## src/design/fdcwr_pkg.sv

```systemverilog
// ----------------------------------------------------------------------------
// fdcwr_pkg: shared types, constants and functions of the floppy word reader
// Holds the command codes, the port codes, the bit positions of the control
// and status words, the result and status structures and the CRC-16 helpers.
// ----------------------------------------------------------------------------
package fdcwr_pkg;

    // Fixed field widths.
    localparam int CmdW  = 2;
    localparam int WordW = 16;
    localparam int ByteW = 8;
    localparam int DrvW  = 2;

    // Default number of attached drives.
    localparam int DriveCountDefault = 4;

    // Command codes.
    localparam logic [CmdW-1:0] CmdBusRead  = 2'd0;
    localparam logic [CmdW-1:0] CmdBusWrite = 2'd1;
    localparam logic [CmdW-1:0] CmdDiskByte = 2'd2;
    localparam logic [CmdW-1:0] CmdNop      = 2'd3;

    // Port codes.
    localparam logic PortStatus = 1'b0;
    localparam logic PortData   = 1'b1;

    // Control word bit positions.
    localparam int CtlSelLo   = 0;
    localparam int CtlMotor   = 4;
    localparam int CtlSide    = 5;
    localparam int CtlStepFwd = 6;
    localparam int CtlStep    = 7;
    localparam int CtlBlock   = 8;

    // Status word bit positions.
    localparam int StsTrack0  = 0;
    localparam int StsReady   = 1;
    localparam int StsWrProt  = 2;
    localparam int StsDataReq = 7;
    localparam int StsCrcZero = 14;
    localparam int StsIndex   = 15;

    // CRC-16 CCITT.
    localparam logic [WordW-1:0] CrcPoly = 16'h1021;
    localparam logic [WordW-1:0] CrcInit = 16'hFFFF;

    // One result item.
    typedef struct packed {
        logic [WordW-1:0] read_data;
        logic [DrvW-1:0]  selected_drive;
        logic             motor_on;
        logic             head_side;
        logic             step_pulse;
        logic             step_forward;
        logic             data_request;
    } result_t;

    // Internal state visible to the top level for checking.
    typedef struct packed {
        logic phase_reading;
        logic marker_blocked;
    } core_status_t;

    // Advance the CRC by one byte, MSB first.
    function automatic logic [WordW-1:0] crc16_byte(input logic [WordW-1:0] crc_in,
                                                    input logic [ByteW-1:0] data);
        logic [WordW-1:0] crc;
        crc = crc_in ^ {data, 8'h00};
        for (int i = 0; i < ByteW; i++) begin
            if (crc[WordW-1]) begin
                crc = {crc[WordW-2:0], 1'b0} ^ CrcPoly;
            end else begin
                crc = {crc[WordW-2:0], 1'b0};
            end
        end
        return crc;
    endfunction

    // Advance the CRC by one word, high byte first.
    function automatic logic [WordW-1:0] crc16_word(input logic [WordW-1:0] crc_in,
                                                    input logic [WordW-1:0] data);
        return crc16_byte(crc16_byte(crc_in, data[WordW-1:ByteW]), data[ByteW-1:0]);
    endfunction

endpackage

```

## src/design/fdcwr_core.sv

```systemverilog
// ----------------------------------------------------------------------------
// fdcwr_core: controller state and combinational transaction decode
// Holds the drive, motor, side, phase, byte pairing and CRC registers. The
// result of the presented transaction is formed combinationally; the state
// advances on the clock edge at which the transaction is taken.
// ----------------------------------------------------------------------------
module fdcwr_core #(
    parameter int DRIVE_COUNT = fdcwr_pkg::DriveCountDefault
) (
    input  logic                            aclk,
    input  logic                            aresetn,
    input  logic                            take,
    input  logic [fdcwr_pkg::CmdW-1:0]      command,
    input  logic                            port,
    input  logic [fdcwr_pkg::WordW-1:0]     write_value,
    input  logic [fdcwr_pkg::ByteW-1:0]     disk_byte,
    input  logic                            byte_is_marker,
    input  logic                            track_zero,
    input  logic                            disk_present,
    input  logic                            write_protect,
    input  logic                            index_pulse,
    output fdcwr_pkg::result_t              result,
    output fdcwr_pkg::core_status_t         status
);

    logic                          phase_reg,   phase_next;
    logic                          blocked_reg, blocked_next;
    logic [fdcwr_pkg::WordW-1:0]   shift_reg,   shift_next;
    logic                          parity_reg,  parity_next;
    logic [fdcwr_pkg::WordW-1:0]   word_reg,    word_next;
    logic                          request_reg, request_next;
    logic [fdcwr_pkg::WordW-1:0]   crc_reg,     crc_next;
    logic [fdcwr_pkg::DrvW-1:0]    drive_reg,   drive_next;
    logic [DRIVE_COUNT-1:0]        motor_reg,   motor_next;
    logic                          side_reg,    side_next;

    logic                          motor_cur;
    logic                          motor_new;
    logic                          ready;
    logic                          start;
    logic                          phase_eff;
    logic                          parity_eff;
    logic [fdcwr_pkg::WordW-1:0]   shift_base;
    logic [fdcwr_pkg::WordW-1:0]   shift_new;
    logic [fdcwr_pkg::WordW-1:0]   crc_base;
    logic [fdcwr_pkg::DrvW-1:0]    sel_drive;
    logic                          sel_valid;
    logic [fdcwr_pkg::WordW-1:0]   rd;
    logic                          step;
    logic                          fwd;

    // Motor state of the currently selected drive.
    always_comb begin
        motor_cur = 1'b0;
        for (int i = 0; i < DRIVE_COUNT; i++) begin
            if (drive_reg == fdcwr_pkg::DrvW'(i)) begin
                motor_cur = motor_reg[i];
            end
        end
    end

    // Lowest set select bit names the drive; absent drives are ignored.
    always_comb begin
        sel_drive = '0;
        sel_valid = 1'b0;
        for (int i = fdcwr_pkg::CtlSelLo + 3; i >= fdcwr_pkg::CtlSelLo; i--) begin
            if (write_value[i]) begin
                sel_drive = fdcwr_pkg::DrvW'(i - fdcwr_pkg::CtlSelLo);
                sel_valid = (i - fdcwr_pkg::CtlSelLo) < DRIVE_COUNT;
            end
        end
    end

    // Disk byte path: marker start, byte pairing and CRC base.
    assign ready      = disk_present && motor_cur;
    assign start      = !phase_reg && !blocked_reg && byte_is_marker;
    assign phase_eff  = phase_reg || start;
    assign parity_eff = start ? 1'b0 : parity_reg;
    assign shift_base = start ? '0 : shift_reg;
    assign shift_new  = {shift_base[fdcwr_pkg::ByteW-1:0], disk_byte};
    assign crc_base   = start ? fdcwr_pkg::CrcInit : crc_reg;

    // Next state and the read value of this transaction.
    always_comb begin
        phase_next   = phase_reg;
        blocked_next = blocked_reg;
        shift_next   = shift_reg;
        parity_next  = parity_reg;
        word_next    = word_reg;
        request_next = request_reg;
        crc_next     = crc_reg;
        drive_next   = drive_reg;
        motor_next   = motor_reg;
        side_next    = side_reg;
        motor_new    = motor_cur;
        rd           = '0;
        step         = 1'b0;
        fwd          = 1'b0;

        unique case (command)
            fdcwr_pkg::CmdBusRead: begin
                if (port == fdcwr_pkg::PortData) begin
                    rd           = request_reg ? word_reg : '0;
                    request_next = 1'b0;
                end else begin
                    rd[fdcwr_pkg::StsTrack0]  = track_zero;
                    rd[fdcwr_pkg::StsReady]   = ready;
                    rd[fdcwr_pkg::StsWrProt]  = write_protect;
                    rd[fdcwr_pkg::StsDataReq] = request_reg;
                    rd[fdcwr_pkg::StsCrcZero] = (crc_reg == '0);
                    rd[fdcwr_pkg::StsIndex]   = index_pulse && ready;
                end
            end
            fdcwr_pkg::CmdBusWrite: begin
                if (port == fdcwr_pkg::PortStatus) begin
                    if (sel_valid) begin
                        drive_next = sel_drive;
                    end
                    for (int i = 0; i < DRIVE_COUNT; i++) begin
                        if (drive_next == fdcwr_pkg::DrvW'(i)) begin
                            motor_next[i] = write_value[fdcwr_pkg::CtlMotor];
                        end
                    end
                    motor_new = write_value[fdcwr_pkg::CtlMotor];
                    side_next = write_value[fdcwr_pkg::CtlSide];
                    step      = write_value[fdcwr_pkg::CtlStep];
                    fwd       = write_value[fdcwr_pkg::CtlStep]
                                && write_value[fdcwr_pkg::CtlStepFwd];
                    blocked_next = write_value[fdcwr_pkg::CtlBlock];
                    if (write_value[fdcwr_pkg::CtlBlock]) begin
                        phase_next   = 1'b0;
                        request_next = 1'b0;
                    end
                end
            end
            fdcwr_pkg::CmdDiskByte: begin
                if (motor_cur) begin
                    if (start) begin
                        request_next = 1'b0;
                        crc_next     = fdcwr_pkg::CrcInit;
                    end
                    if (phase_eff) begin
                        phase_next  = 1'b1;
                        shift_next  = shift_new;
                        parity_next = !parity_eff;
                        if (parity_eff) begin
                            word_next    = shift_new;
                            crc_next     = fdcwr_pkg::crc16_word(crc_base, shift_new);
                            request_next = 1'b1;
                        end
                    end
                end
            end
            fdcwr_pkg::CmdNop: begin
            end
            default: begin
            end
        endcase
    end

    // Result of the presented transaction.
    always_comb begin
        result.read_data      = rd;
        result.selected_drive = drive_next;
        result.motor_on       = motor_new;
        result.head_side      = side_next;
        result.step_pulse     = step;
        result.step_forward   = fwd;
        result.data_request   = request_next;
    end

    assign status.phase_reading  = phase_reg;
    assign status.marker_blocked = blocked_reg;

    // Control state.
    always_ff @(posedge aclk) begin
        if (!aresetn) begin
            phase_reg   <= 1'b0;
            blocked_reg <= 1'b0;
            shift_reg   <= '0;
            parity_reg  <= 1'b0;
            word_reg    <= '0;
            request_reg <= 1'b0;
            crc_reg     <= fdcwr_pkg::CrcInit;
            drive_reg   <= '0;
            motor_reg   <= '0;
            side_reg    <= 1'b0;
        end else if (take) begin
            phase_reg   <= phase_next;
            blocked_reg <= blocked_next;
            shift_reg   <= shift_next;
            parity_reg  <= parity_next;
            word_reg    <= word_next;
            request_reg <= request_next;
            crc_reg     <= crc_next;
            drive_reg   <= drive_next;
            motor_reg   <= motor_next;
            side_reg    <= side_next;
        end
    end

endmodule

```

## src/design/floppy_controller_word_reader.sv

```systemverilog
// ----------------------------------------------------------------------------
// floppy_controller_word_reader: floppy controller read path, word oriented
// Serves bus reads and writes of the status/control and data ports and pairs
// disk bytes into words with a running CRC-16.
// ----------------------------------------------------------------------------
//  Channel   Direction  Payload
//  s_*       in         tuser: command; tdata: port, control word, disk byte,
//                       marker and drive condition flags
//  m_*       out        tdata: read value, drive, motor, side, step, request
//
//  Every transaction is decoded in the cycle it is taken and its result is
//  registered, so one transaction is accepted per cycle while s_tready is high.
//  A two-entry output register (main plus skid) keeps s_tready high while one
//  result waits on a stalled m_tready; s_tready drops only when both are full.
//  A result reaches m_tvalid from the main slot, via the skid slot if main is stalled.
//  aresetn is synchronous and clears all control state and the valid flags of both output slots.
// ----------------------------------------------------------------------------
module floppy_controller_word_reader #(
    parameter int DRIVE_COUNT = fdcwr_pkg::DriveCountDefault
) (
    input  logic        aclk,
    input  logic        aresetn,
    input  logic        s_tvalid,
    output logic        s_tready,
    // [0] port, [16:1] write_value, [24:17] disk_byte, [25] byte_is_marker,
    // [26] track_zero, [27] disk_present, [28] write_protect, [29] index_pulse
    input  logic [31:0] s_tdata,
    // [1:0] command
    input  logic [1:0]  s_tuser,
    output logic        m_tvalid,
    input  logic        m_tready,
    // [15:0] read_data, [17:16] selected_drive, [18] motor_on, [19] head_side,
    // [20] step_pulse, [21] step_forward, [22] data_request
    output logic [23:0] m_tdata
);

    logic                     take;
    fdcwr_pkg::result_t       result;
    fdcwr_pkg::core_status_t  status;

    logic                     main_valid_reg, main_valid_next;
    fdcwr_pkg::result_t       main_reg,       main_next;
    logic                     skid_valid_reg, skid_valid_next;
    fdcwr_pkg::result_t       skid_reg,       skid_next;

    assign s_tready = !skid_valid_reg;
    assign take     = s_tvalid && s_tready;

    fdcwr_core #(
        .DRIVE_COUNT(DRIVE_COUNT)
    ) u_core (
        .aclk          (aclk),
        .aresetn       (aresetn),
        .take          (take),
        .command       (s_tuser),
        .port          (s_tdata[0]),
        .write_value   (s_tdata[16:1]),
        .disk_byte     (s_tdata[24:17]),
        .byte_is_marker(s_tdata[25]),
        .track_zero    (s_tdata[26]),
        .disk_present  (s_tdata[27]),
        .write_protect (s_tdata[28]),
        .index_pulse   (s_tdata[29]),
        .result        (result),
        .status        (status)
    );

    // Output slots: the skid slot holds a result taken while the main slot
    // is stalled, and refills the main slot first.
    always_comb begin
        main_valid_next = main_valid_reg;
        main_next       = main_reg;
        skid_valid_next = skid_valid_reg;
        skid_next       = skid_reg;
        if (!main_valid_reg || m_tready) begin
            if (skid_valid_reg) begin
                main_valid_next = 1'b1;
                main_next       = skid_reg;
                skid_valid_next = 1'b0;
            end else begin
                main_valid_next = take;
                main_next       = result;
            end
        end else if (take) begin
            skid_valid_next = 1'b1;
            skid_next       = result;
        end
    end

    always_ff @(posedge aclk) begin
        if (!aresetn) begin
            main_valid_reg <= 1'b0;
            skid_valid_reg <= 1'b0;
        end else begin
            main_valid_reg <= main_valid_next;
            skid_valid_reg <= skid_valid_next;
        end
    end

    // Payload slots carry no reset.
    always_ff @(posedge aclk) begin
        main_reg <= main_next;
        skid_reg <= skid_next;
    end

    assign m_tvalid = main_valid_reg;
    assign m_tdata  = {1'b0,
                       main_reg.data_request,
                       main_reg.step_forward,
                       main_reg.step_pulse,
                       main_reg.head_side,
                       main_reg.motor_on,
                       main_reg.selected_drive,
                       main_reg.read_data};

`ifndef SYNTHESIS
    // The skid slot is only ever filled behind a full main slot.
    a_skid_behind_main: assert property (@(posedge aclk) disable iff (!aresetn)
        skid_valid_reg |-> main_valid_reg)
        else $error("skid slot holds a result while the main slot is empty");

    // A marker block always leaves the block in seek phase.
    a_blocked_in_seek: assert property (@(posedge aclk) disable iff (!aresetn)
        status.marker_blocked |-> !status.phase_reading)
        else $error("read phase active while markers are blocked");

    // A step direction is only reported together with a step pulse.
    a_fwd_with_step: assert property (@(posedge aclk) disable iff (!aresetn)
        main_valid_reg && main_reg.step_forward |-> main_reg.step_pulse)
        else $error("step direction reported without a step pulse");

    // A result taken into a stalled main slot is presented on the next free cycle.
    a_skid_drains: assert property (@(posedge aclk) disable iff (!aresetn)
        skid_valid_reg && m_tready |=> main_valid_reg && !skid_valid_reg)
        else $error("skid slot did not drain into the main slot");
`endif

endmodule
```

## config.mk

```make
export PLATFORM = sky130hd
export DESIGN_NAME = floppy_controller_word_reader
export DESIGN_NICKNAME = d
export VERILOG_FILES = /design/src/design/fdcwr_pkg.sv /design/src/design/fdcwr_core.sv /design/src/design/floppy_controller_word_reader.sv
export SDC_FILE = /design/constraint.sdc
export NUM_CORES = 1
export LEC_CHECK = 0
export ABC_AREA = 1
export BUFFER_PORTS_ARGS = -buffer_cell sky130_fd_sc_hd__buf_2
export CORE_MARGIN = 5
export CORE_UTILIZATION = 48
export CTS_CLUSTER_DIAMETER = 40
export CTS_CLUSTER_SIZE = 8
export DETAILED_ROUTE_END_ITERATION = 10
export PLACE_DENSITY = 0.76
export SYNTH_ARGS = -nofsm -noshare
export SYNTH_HDL_FRONTEND = slang
export SYNTH_SLANG_ARGS = --single-unit
```

## constraint.sdc

```tcl
create_clock -name aclk -period 4.53 [get_ports aclk]
set_clock_uncertainty 0.05 [all_clocks]
set_input_delay 0.906 -clock aclk [delete_from_list [all_inputs] [get_ports aclk]]
set_output_delay 0.906 -clock aclk [all_outputs]
set_load 0.005 [all_outputs]
```

==> qor.csv <==
stage,metric,value,unit
run_status,outcome,"finished, final reports clean",
routing,drtAntennaViolNets,0,
critical_path,required,3.57,ns
sta,rsz0062_at_grt,no,
critical_path,endpoint_kind,output port,
floorplanning,die_x,113.5,µm
finish,utilization,54.72,%
critical_path,cp_data_arrival_time,2.17,ns
floorplanning,start_util,49.60,%
critical_path,ff2ff_path_depth,16,
placed_design,gp_congestion,0.9362,
critical_path,cp_max_fo,27,
routing,via_per_inst,5.399,
cts,insertion_delay,0.37,ns
pwr,power.static_leakage,2.544,nW
finish,area_growth,10.31,%
sta,max_freq,319.5,MHz
critical_path,crit_chain,"inv_1, buf_2",
sta,whs,0.4041,ns
global_routing,grt_use_total,19.34,%
cts,cts_resized,0,
hold_path,holdPathStages,2,
sta,fin_ws,1.400,ns
routing,first_pass_iters,5,
sta,tns,0,ns
floorplanning,die_height,113.5,µm
routing,wirelength,12.69,mm
placed_design,place_ws,1.386,ns
hold_path,worst_hold_startpoint,u_core.motor_reg[3],
cts,clockBufferDepth,2,
sta,fin_crit,3.130,ns
pwr,pwr_density_cell,297.5,mW/mm²
critical_path,cpPeakStageDelay,0.92,ns
synth,synthCells,700,
critical_path,reg2reg_from,u_core.phase_reg,
placed_design,dpl.hpwl,9.278,mm
floorplanning,coreArea,0.01037,mm²
routing,drc,0,
critical_path,crit_buf_inv,2,
synth,seq_area_frac_synth,47.48,%
cts,cts_tree,done,
critical_path,reg2reg_slack,1.80,ns
synth,syn_nets,738,
pwr,ir_drop,0.1493,mV
synth,yosysWarnings,0,
sta,tightestPinTransition,1.108,ns
synth,synth_area,0.005144,mm²
cts,cts_buffers,9,
global_routing,grt_pass1_wl,20.24,mm
finish,finalNetCount,782,
sta,slew_headroom,26.07,%
global_routing,antenna_found_initial,0,
cts,hold_buffers,0,
critical_path,cp.depth,2,
critical_path,slowest_stage,dfxtp_1,
critical_path,cp_top_family,flip-flops,
critical_path,cp-start-kind,flip-flop,
finish,drive_gt1_share,12.02,%
global_routing,overflow,0,
floorplanning,die_area,0.01289,mm²
cts,cts_root_buf,clkbuf_8,
critical_path,reg2reg_to,u_core.crc_reg[6],
cts,post_cts_buffers,0,
routing,routed-via-count,4778,
hold_path,min_to,u_core.motor_reg[3],
finish,n_antenna_cell,0,
synth,synth_cell_type_count,37,
global_routing,first_global_vias,4242,
placed_design,portBuffers,53,
global_routing,grt_max_degree,37,
cts,clk_pin_slew,0.09,ns
synth,ys_ff_latch,99,
sta,timing_hold_violations_final,0,
sta,fin_crit_sh,69.10,%
cts,clock_sinks,99,
routing,drt_iter0_drc,464,
routing,wl_per_cell,14.34,µm
hold_path,hold_path.class,reg2reg,
sta,drv_slew,0,
floorplanning,pin_count,64,
critical_path,critical_path_class,reg2out,
floorplanning,rows,37,
flow_run,maxCapViolations,0,
cts,cts.htree.levels,3,
synth,syn_area_per_cell,7.348,µm²
sta,setup_viol,0,
final cells by class:
type                    instances  area (µm²)
inverters                      85       319.1
repair buffers                 57       295.3
clock buffers                  11       131.4
fillers                       979        4696
flip-flops and latches         99        2442
multi-input cells             492        2253
clock inverters                 5       62.56
well taps                     136       170.2
per-stage QoR:
| stage | area [µm²] | std cells | total power, mW |
|---|---|---|---|
| after CTS | 5674 | 885 | 1.692 |
| after global routing | 5674 | 885 | 1.759 |
| final | 5674 | 885 | 1.688 |
| after floorplan | 5144 | 700 | 1.082 |
| after detailed placement | 5480 | 869 | 1.136 |
| after global placement | 5480 | 869 | 1.132 |
per-layer routing:
layer / vias up / global-route usage (%) / wire [µm]
met1: 2187 / 25.63 / 5572
met4: 0 / 7.452 / 309
met2: 182 / 31.53 / 5800
li1: 2383 / - / -
met5: - / 0 / 0
met3: 26 / 3.448 / 1004
worst min-delay path, cell delays in order (launching register included):
cell,delay [ns]
dfxtp_1,0.32
inv_1,0.05
a21oi_1,0.05
how the worst max path moves through the flow:
stage,start,end,slack (ns)
floorplan,m_tready,skid_reg[0],1.67
finish,skid_valid_reg,s_tready,1.40
detailed placement,s_tdata[25],u_core.crc_reg[6],1.39
CTS,skid_valid_reg,s_tready,1.41
global route,skid_valid_reg,s_tready,1.24
global placement,s_tdata[25],u_core.crc_reg[6],1.43
placed cells by master, fill, tap and decap left out, types with 2 or more instances in the layout:
cell,instances
nor3_1,10
nor4_1,4
nand3b_1,4
o2111ai_1,2
dfxtp_1,53
xnor2_1,3
buf_2,53
a211oi_1,4
xor2_1,5
a21oi_1,57
or2_2,2
nand3_1,56
o211ai_1,2
inv_2,2
inv_1,82
clkinvlp_4,2
nand2_1,248
nand2_2,11
nor2_1,23
clkbuf_1,2
buf_4,4
a31oi_1,3
edfxtp_1,46
nand4_1,4
o22ai_1,6
clkbuf_8,9
o21ai_0,36
nor2_2,3
synth_stat cells:
cell         n  area, µm²
nand2_1    248      930.9
inv_1       82      307.8
a21oi_1     57      285.3
nand3_1     56      280.3
dfxtp_1     53       1061
edfxtp_1    46       1381
o21ai_0     36      180.2
nor2_1      24      90.09
clkbuf_1    14      52.55
nand2_2     11      68.82
nor3_1      10      50.05
o22ai_1      6      37.54
xor2_1       5      43.79
a211oi_1     4      30.03
buf_4        4      30.03
nand3b_1     4      30.03
nand4_1      4      25.02
nor4_1       4      25.02
a31oi_1      3      18.77
buf_2        3      15.01
buf_6        3      33.78
xnor2_1      3      26.28
inv_2        2      7.510
nor2_2       2      12.51
o2111ai_1    2      17.52
o211ai_1     2      15.01
or2_2        2      12.51
a221oi_1     1      8.760
a22oi_1      1      7.510
and3_1       1      6.260
clkinv_1     1      3.750
conb_1       1      3.750
nor3b_1      1      7.510
o21ai_1      1      5.000
o21bai_1     1      7.510
o221ai_1     1      8.760
xnor2_2      1      16.27
cell families after synthesis:
| kind of cell | Yosys count | synth area share (%) |
|---|---|---|
| flops | 99 | 47.48 |
| other cells | 1 | 0.07290 |
| simple gates | 367 | 29.92 |
| buf+inv | 109 | 8.757 |
| compound gates | 115 | 12.09 |
| xor+xnor | 9 | 1.679 |
power breakdown:
| part | internal, mW | switching (mW) | leakage, nW |
|---|---|---|---|
| Clock | 0.259 | 0.312 | 0.0901 |
| Combinational | 0.0480 | 0.103 | 1.54 |
| Sequential | 0.956 | 0.00907 | 0.912 |
| Total | 1.26 | 0.425 | 2.54 |
(Power assumes the default switching activity.)
